### src/rtl/bwsm_pkg.sv
package bwsm_pkg;

  // Fixed filter gains and coefficients (signed, Q3.30 for the feedback terms).
  localparam logic signed [48:0] FEED_GAIN = 49'sd6035133914;
  localparam logic signed [32:0] COEF0     = 33'sd1000749826;
  localparam logic signed [32:0] COEF1     = -33'sd3068819480;
  localparam logic signed [32:0] COEF2     = 33'sd3141627300;

  localparam logic [16:0] Q_ONE16 = 17'd65536;

  // Register map, one word index per register.
  localparam logic [1:0] REG_AMPLITUDE = 2'd0;
  localparam logic [1:0] REG_BANDWIDTH = 2'd1;
  localparam logic [1:0] REG_PAN_LEFT  = 2'd2;
  localparam logic [1:0] REG_STEREO    = 2'd3;

  // Multiply-and-round operations run in sequence on the shared multiplier.
  typedef enum logic [2:0] {
    OP_FEED  = 3'd0,
    OP_C0    = 3'd1,
    OP_C1    = 3'd2,
    OP_C2    = 3'd3,
    OP_ENV   = 3'd4,
    OP_VAL   = 3'd5,
    OP_LEFT  = 3'd6,
    OP_RIGHT = 3'd7
  } op_t;

  // Commands from the controller to the datapath.
  typedef struct packed {
    logic capture;
    logic ld;
    logic mlo;
    logic mhi;
    logic acc;
    logic wb;
    logic out_load;
    op_t  op;
  } bwsm_cmd_t;

  // Status from the datapath back to the controller.
  typedef struct packed {
    logic bw_zero;
    logic stereo;
    logic sqrt_done;
    logic out_free;
  } bwsm_stat_t;

  // Saturate to the signed 24-bit range.
  function automatic logic signed [23:0] sat24(input logic signed [63:0] v);
    if (v > 64'sd8388607) begin
      return 24'sh7FFFFF;
    end else if (v < -64'sd8388608) begin
      return 24'sh800000;
    end else begin
      return v[23:0];
    end
  endfunction

  // Saturate to the signed 48-bit range.
  function automatic logic signed [47:0] sat48(input logic signed [63:0] v);
    if (v > 64'sh00007FFFFFFFFFFF) begin
      return 48'sh7FFFFFFFFFFF;
    end else if (v < -64'sh0000800000000000) begin
      return 48'sh800000000000;
    end else begin
      return v[47:0];
    end
  endfunction

endpackage

### src/rtl/bwsm_ctrl.sv
// Controller: steps the operation list through the shared multiplier.
module bwsm_ctrl (
  input  logic                 clk,
  input  logic                 rst_n,
  input  logic                 in_valid,
  output logic                 in_ready,
  input  bwsm_pkg::bwsm_stat_t stat,
  output bwsm_pkg::bwsm_cmd_t  cmd
);

  typedef enum logic [6:0] {
    S_IDLE = 7'b0000001,
    S_LOAD = 7'b0000010,
    S_MLO  = 7'b0000100,
    S_MHI  = 7'b0001000,
    S_ACC  = 7'b0010000,
    S_WB   = 7'b0100000,
    S_OUT  = 7'b1000000
  } state_t;

  state_t          state_r, state_nxt;
  bwsm_pkg::op_t   op_r, op_nxt;

  always_comb begin
    state_nxt    = state_r;
    op_nxt       = op_r;
    in_ready     = 1'b0;
    cmd          = '0;
    cmd.op       = op_r;
    unique case (state_r)
      S_IDLE: begin
        in_ready = 1'b1;
        if (in_valid) begin
          cmd.capture = 1'b1;
          op_nxt      = stat.bw_zero ? bwsm_pkg::OP_VAL : bwsm_pkg::OP_FEED;
          state_nxt   = S_LOAD;
        end
      end
      S_LOAD: begin
        // The envelope step needs both square roots.
        if (op_r != bwsm_pkg::OP_ENV || stat.sqrt_done) begin
          cmd.ld    = 1'b1;
          state_nxt = S_MLO;
        end
      end
      S_MLO: begin
        cmd.mlo   = 1'b1;
        state_nxt = S_MHI;
      end
      S_MHI: begin
        cmd.mhi   = 1'b1;
        state_nxt = S_ACC;
      end
      S_ACC: begin
        cmd.acc   = 1'b1;
        state_nxt = S_WB;
      end
      S_WB: begin
        cmd.wb    = 1'b1;
        state_nxt = S_LOAD;
        case (op_r)
          bwsm_pkg::OP_FEED: op_nxt = bwsm_pkg::OP_C0;
          bwsm_pkg::OP_C0:   op_nxt = bwsm_pkg::OP_C1;
          bwsm_pkg::OP_C1:   op_nxt = bwsm_pkg::OP_C2;
          bwsm_pkg::OP_C2:   op_nxt = bwsm_pkg::OP_ENV;
          bwsm_pkg::OP_ENV:  op_nxt = bwsm_pkg::OP_VAL;
          bwsm_pkg::OP_VAL:  op_nxt = bwsm_pkg::OP_LEFT;
          bwsm_pkg::OP_LEFT: begin
            if (stat.stereo) begin
              op_nxt = bwsm_pkg::OP_RIGHT;
            end else begin
              state_nxt = S_OUT;
            end
          end
          default: state_nxt = S_OUT;
        endcase
      end
      S_OUT: begin
        if (stat.out_free) begin
          cmd.out_load = 1'b1;
          state_nxt    = S_IDLE;
        end
      end
      default: state_nxt = S_IDLE;
    endcase
  end

  always_ff @(posedge clk) begin
    op_r <= op_nxt;
    if (!rst_n) begin
      state_r <= S_IDLE;
    end else begin
      state_r <= state_nxt;
    end
  end

endmodule

### config.mk
export PLATFORM = sky130hd
export DESIGN_NAME = bwsm_ctrl
export DESIGN_NICKNAME = d
export VERILOG_FILES = /design/src/rtl/bwsm_pkg.sv /design/src/rtl/bwsm_ctrl.sv
export SDC_FILE = /design/constraint.sdc
export NUM_CORES = 1
export LEC_CHECK = 0
export BUFFER_PORTS_ARGS = -buffer_cell sky130_fd_sc_hd__clkbuf_2
export CORE_MARGIN = 2
export CORE_UTILIZATION = 49
export DETAILED_ROUTE_END_ITERATION = 12
export PLACE_DENSITY = 0.75
export SYNTH_ARGS = -nofsm -noshare
export SYNTH_HDL_FRONTEND = slang
export SYNTH_SLANG_ARGS = --single-unit
### constraint.sdc
create_clock -name clk -period 1.9 [get_ports clk]
set_input_delay 0.095 -clock clk [delete_from_list [all_inputs] [get_ports clk]]
set_output_delay 0.095 -clock clk [all_outputs]
set_load 0.1 [all_outputs]
Word level (Yosys, flattened, before mapping)
Index checks and enable logic that the tools add are counted.
{ "word_totals": {"reg_bits": 10, "wordCells": 49, "out_inout_bits": 11} }
{ "op_classes": {"mux": 22, "n_eq_ne": 19, "reduce_logical": 6} }
{ "op_table": {"columns": ["operator", "count"], "rows": [
  ["7-bit case mux with 7 select lines", 1],
  ["7-bit two-way mux", 4],
  ["3-bit case mux with 7 select lines", 1],
  ["7-bit case mux with 2 select lines", 1],
  ["1-bit two-way mux", 11],
  ["3-bit == test, second input constant", 3],
  ["3-bit two-way mux", 3],
  ["8-bit by 1-bit != test with 1-bit output, second input constant", 1],
  ["7-bit by 1-bit == test with 1-bit output, second input constant", 1],
  ["7-bit by 2-bit == test with 1-bit output, second input constant", 1],
  ["7-bit by 3-bit == test with 1-bit output, second input constant", 1],
  ["7-bit by 4-bit == test with 1-bit output, second input constant", 1],
  ["7-bit by 5-bit == test with 1-bit output, second input constant", 1],
  ["7-bit by 6-bit == test with 1-bit output, second input constant", 1],
  ["7-bit == test, second input constant", 1],
  ["3-bit by 2-bit == test with 1-bit output, second input constant", 2],
  ["2-bit != test, second input constant", 3],
  ["3-bit != test, second input constant", 2],
  ["3-bit case mux with 2 select lines", 1],
  ["6-bit OR reduction", 1],
  ["4-bit AND reduction", 1],
  ["3-bit by 1-bit == test with 1-bit output, second input constant", 1],
  ["3-bit zero test", 1],
  ["3-bit AND reduction", 1],
  ["other kinds (2)", 2]
]} }

Depth between registers and ports, before layout
{ "logic_depth": {"depth_word": 4, "ltp_mapped": 6, "depth_no_buf": 6} }

Worst setup path before layout
OpenSTA, ideal clock, no wires.
{ "synth_path": {"kind": "register to output", "start": "register op_r[0]", "end": "output cmd[8] in the netlist's numbering", "t_required_ns": 1.805, "path_slack_ns": -1.798, "stages_incl_launch_ff": 6, "path_buffers": 0, "t_arrival_ns": 3.603, "path_cell_list": "edfxtp_1 inv_1 ha_1 nand2_1 nor2_1 nor3_1"} }
{ "synth_lines": {"columns": ["element", "line", "text"], "rows": [
  ["start: declaration", "bwsm_ctrl.sv:22", "bwsm_pkg::op_t op_r, op_nxt;"],
  ["start signal: assignment", "bwsm_ctrl.sv:89", "op_r <= op_nxt;"],
  ["end: declaration", "bwsm_ctrl.sv:8", "output bwsm_pkg::bwsm_cmd_t cmd"]
]} }

==> flow_summary_export.csv <==
group,metric,value,unit
power,vdd_drop_max,0.685,mV
critical_path,required,1.80,ns
logic_synthesis,synthCells,82,
floorplan,num_rows,13,
clock_tree,clkTransAtPathRegs,0.07,ns
global_route,gr-total-overflow,0,
power,pwr-share-seq,27.6,%
worst_hold_path,min_path_type,"in2reg",
finish,fin_nets,117,
sta,setup_viol,0,
global_route,antenna_found_initial,0,
clock_tree,cts.sinks,10,
logic_synthesis,syn-num-nets,93,
sta,fmax,0.551,GHz
logic_synthesis,muxShareOfSynthArea,0,%
logic_synthesis,synth_edf_count,3,
critical_path,critPathLaunch,"state_r[6]",
clock_tree,cts_setup_buffers,0,
detailed_routing,num_vias,665,
critical_path,path_class,"reg2out",
critical_path,r2r-start,"op_r[0]",
logic_synthesis,synth_compound_area_share,17.4,%
sta,tns,0,ns
logic_synthesis,synthAdderAreaFrac,9.35,%
power,switching_share,46.7,%
outcome,status,"finished, final reports clean",
logic_synthesis,synth_xor_area_share,1.34,%
power,power_leakage,0.420,nW
placed_design,place_congestion,0.892,
power,power.switching,0.000460,W
logic_synthesis,ys_seq_area_share,35.1,%
worst_hold_path,hp-start,"rst_n",
floorplan,io-pin-count,18,
placed_design,numPlacedInstances,116,
global_route,grt_start_max_net_pins,9,
clock_tree,clockRootBuffer,"clkbuf_4",
logic_synthesis,synth.top_cell.area_share,21.4,%
power,power-per-cell-area,1090,nW/um^2
power,comb_power_share,52.4,%
critical_path,worst_path_largest_cell_delay,0.36,ns
power,p_clk_share,19.9,%
finish,layout_common_cells,"11 x clkbuf_2, 7 x nor2_1, 7 x dfxtp_1",
clock_tree,clk_path_buf_depth,2,
logic_synthesis,synthTopCellsByArea,"dfxtp_1 21%, edfxtp_1 14%, ha_1 7.6%",
logic_synthesis,synth-simple-area-share,32.3,%
detailed_routing,via_per_inst,5.54,
placed_design,io_buffers,17,
logic_synthesis,ys_async_sr_fraction,0,%
floorplan,dieArea,1650,sq um
critical_path,cp-start-kind,"flip-flop",
placed_design,post-place-ws,0.107,ns
clock_tree,cts_tree,"built",
power,internal_power,0.000525,W
detailed_routing,drc,0,
finish,layout-drive-gt1-share,34.3,%
logic_synthesis,syn_area_per_cell,8.00,sq um
detailed_routing,postRouteAntennaNets,0,
critical_path,path_cells,"nor3_2 -> nand4b_1 -> clkinvlp_4 -> and2_4 -> buf_12",
finish,final_cells,120,
detailed_routing,wl,1620,um
sta,period_needed,1.82,ns
placed_design,dp_hpwl,1220,um
floorplan,die_y,40.6,um
sta,final.setup.worst_slack,0.0844,ns
sta,hold_viol,0,
finish,mostFrequentLayoutCell,"clkbuf_2",
detailed_routing,drt_iter0_drc,16,
clock_tree,clock_latency,0.27,ns
critical_path,path_buf_inv,2,
critical_path,crit_path_max_fanout,5,
logic_synthesis,ys_types,29,
critical_path,path_delay_family,"simple AND/OR/NAND/NOR gates",
clock_tree,cts_made_buffers,3,
sta,fin_crit_sh,95.6,%
detailed_routing,dr.pass1.iters,4,
floorplan,die_w,40.6,um
clock_tree,htree_num_levels,1,
finish,area_growth_syn_to_layout,38.4,%
critical_path,slowest_stage,"dfxtp_1",
critical_path,endpoint_kind,"output port",
logic_synthesis,synthesis.area,656,sq um
logic_synthesis,synth_top_flop_cell,"dfxtp_1",
logic_synthesis,synth_top_cell_by_area,"dfxtp_1",
floorplan,start_util,51.7,%
sta,worst_pin_slew,0.549,ns
critical_path,arrival,1.72,ns
finish,antennaDiodeCount,0,
logic_synthesis,synth_seq_cells,10,
sta,skew,0.00491,ns
detailed_routing,wl_per_cell,13.5,um
global_route,grt.total_usage,22.3,%
flow_run,cap_violations,0,
global_route,grt_pass1_vias,556,
sta,max-slew-margin-rel,63.5,%
logic_synthesis,synth_top_family_by_area,"simple AND/OR/NAND/NOR gates",
logic_synthesis,yosysWarnings,0,
sta,drv_slew,0,
global_route,grt_pass1_wl,2340,um
floorplan,core_area,1270,sq um
-- metrics by stage --
| stage | hold slack, ns | cell area [sq um] | power [W] | util (%) |
|---|---|---|---|---|
| floorplan | 0.213 | 693 | 0.000643 | - |
| global placement | 0.367 | 852 | 0.000772 | 67.2 |
| detailed placement | 0.365 | 852 | 0.000775 | 67.2 |
| CTS | 0.0932 | 888 | 0.000971 | 70.0 |
| global route | 0.105 | 907 | 0.00103 | 71.5 |
| finish | 0.0953 | 907 | 0.000985 | 71.5 |
-- path summary, 6_finish.rpt --
kind / endpoint / slack (ns) / cells past startpoint
setup reg to reg: state_r[1] / 0.12 / 6
hold / removal: state_r[6] / 0.1 / 2
hold reg to reg: state_r[0] / 0.60 / 2
setup / recovery: cmd[9] / 0.08 / 5
-- repair_timing --
| item | 4_1_cts | 5_1_grt |
|---|---|---|
| gates resized for setup | 0 | 4 |
| endpoints found under the setup margin | 0 | 5 |
| hold buffers | 0 | 0 |
-- worst register-to-register path: cells and delay by family, from the launching register on --
| kind | cells | cell delay [ns] |
|---|---|---|
| AOI/OAI and AO/OA | 2 | 0.59 |
| DFF | 1 | 0.44 |
| and+or+nand+nor | 2 | 0.33 |
| adders and majority gates | 1 | 0.22 |
| buffers and inverters | 1 | 0.11 |
-- layout make-up --
type	instances	area, sq um
Sequential cell	10	230
Tap cell	15	18.8
Inverter	8	35.0
Multi-Input combinational cell	64	447
Fill cell	113	362
Clock buffer	4	36.3
Timing Repair Buffer	19	140
-- synth_stat cells (2+ instances only) --
cell type,number
o21ai_0,6
nor3_1,9
nand2b_1,2
o21a_1,2
and2_1,2
and4b_1,2
edfxtp_1,3
dfxtp_1,7
and3_1,4
a21oi_1,4
ha_1,4
inv_1,7
nand2_1,7
nor2_1,8
-- kinds of logic (layout without fill, tap and decap cells) --
| family | Yosys count | count (layout) |
|---|---|---|
| AND/OR/NAND/NOR | 40 | 40 |
| AO/OA/AOI/OAI | 18 | 18 |
| flip-flops | 10 | 10 |
| buffers and inverters | 8 | 31 |
| adder cells (fa/ha/maj) | 5 | 5 |
| XOR/XNOR | 1 | 1 |
-- power by group through the flow --
stage | clock (W) | sequential (W) | combinational [W]
2_1_floorplan | 0 | 0.000342 | 0.000301
3_3_place_gp | 0 | 0.000273 | 0.000499
3_5_place_dp | 0 | 0.000273 | 0.000502
4_1_cts | 0.000198 | 0.000269 | 0.000504
5_1_grt | 0.000204 | 0.000274 | 0.000549
6_report | 0.000196 | 0.000272 | 0.000516
-- state kept, by name, indices dropped and copies added (netlist names) --
name	count
op_r	3
state_r	7
-- per-layer routing --
layer  vias up  global-route usage, %  routed length (um)
met5         -                      0                   0
met4         0                   7.50                   8
met3         2                   5.56                 145
met2        31                   32.5                 727
met1       290                   31.4                 738
li1        342                      -                   -
No activity file was read; power rests on OpenSTA's default activity.
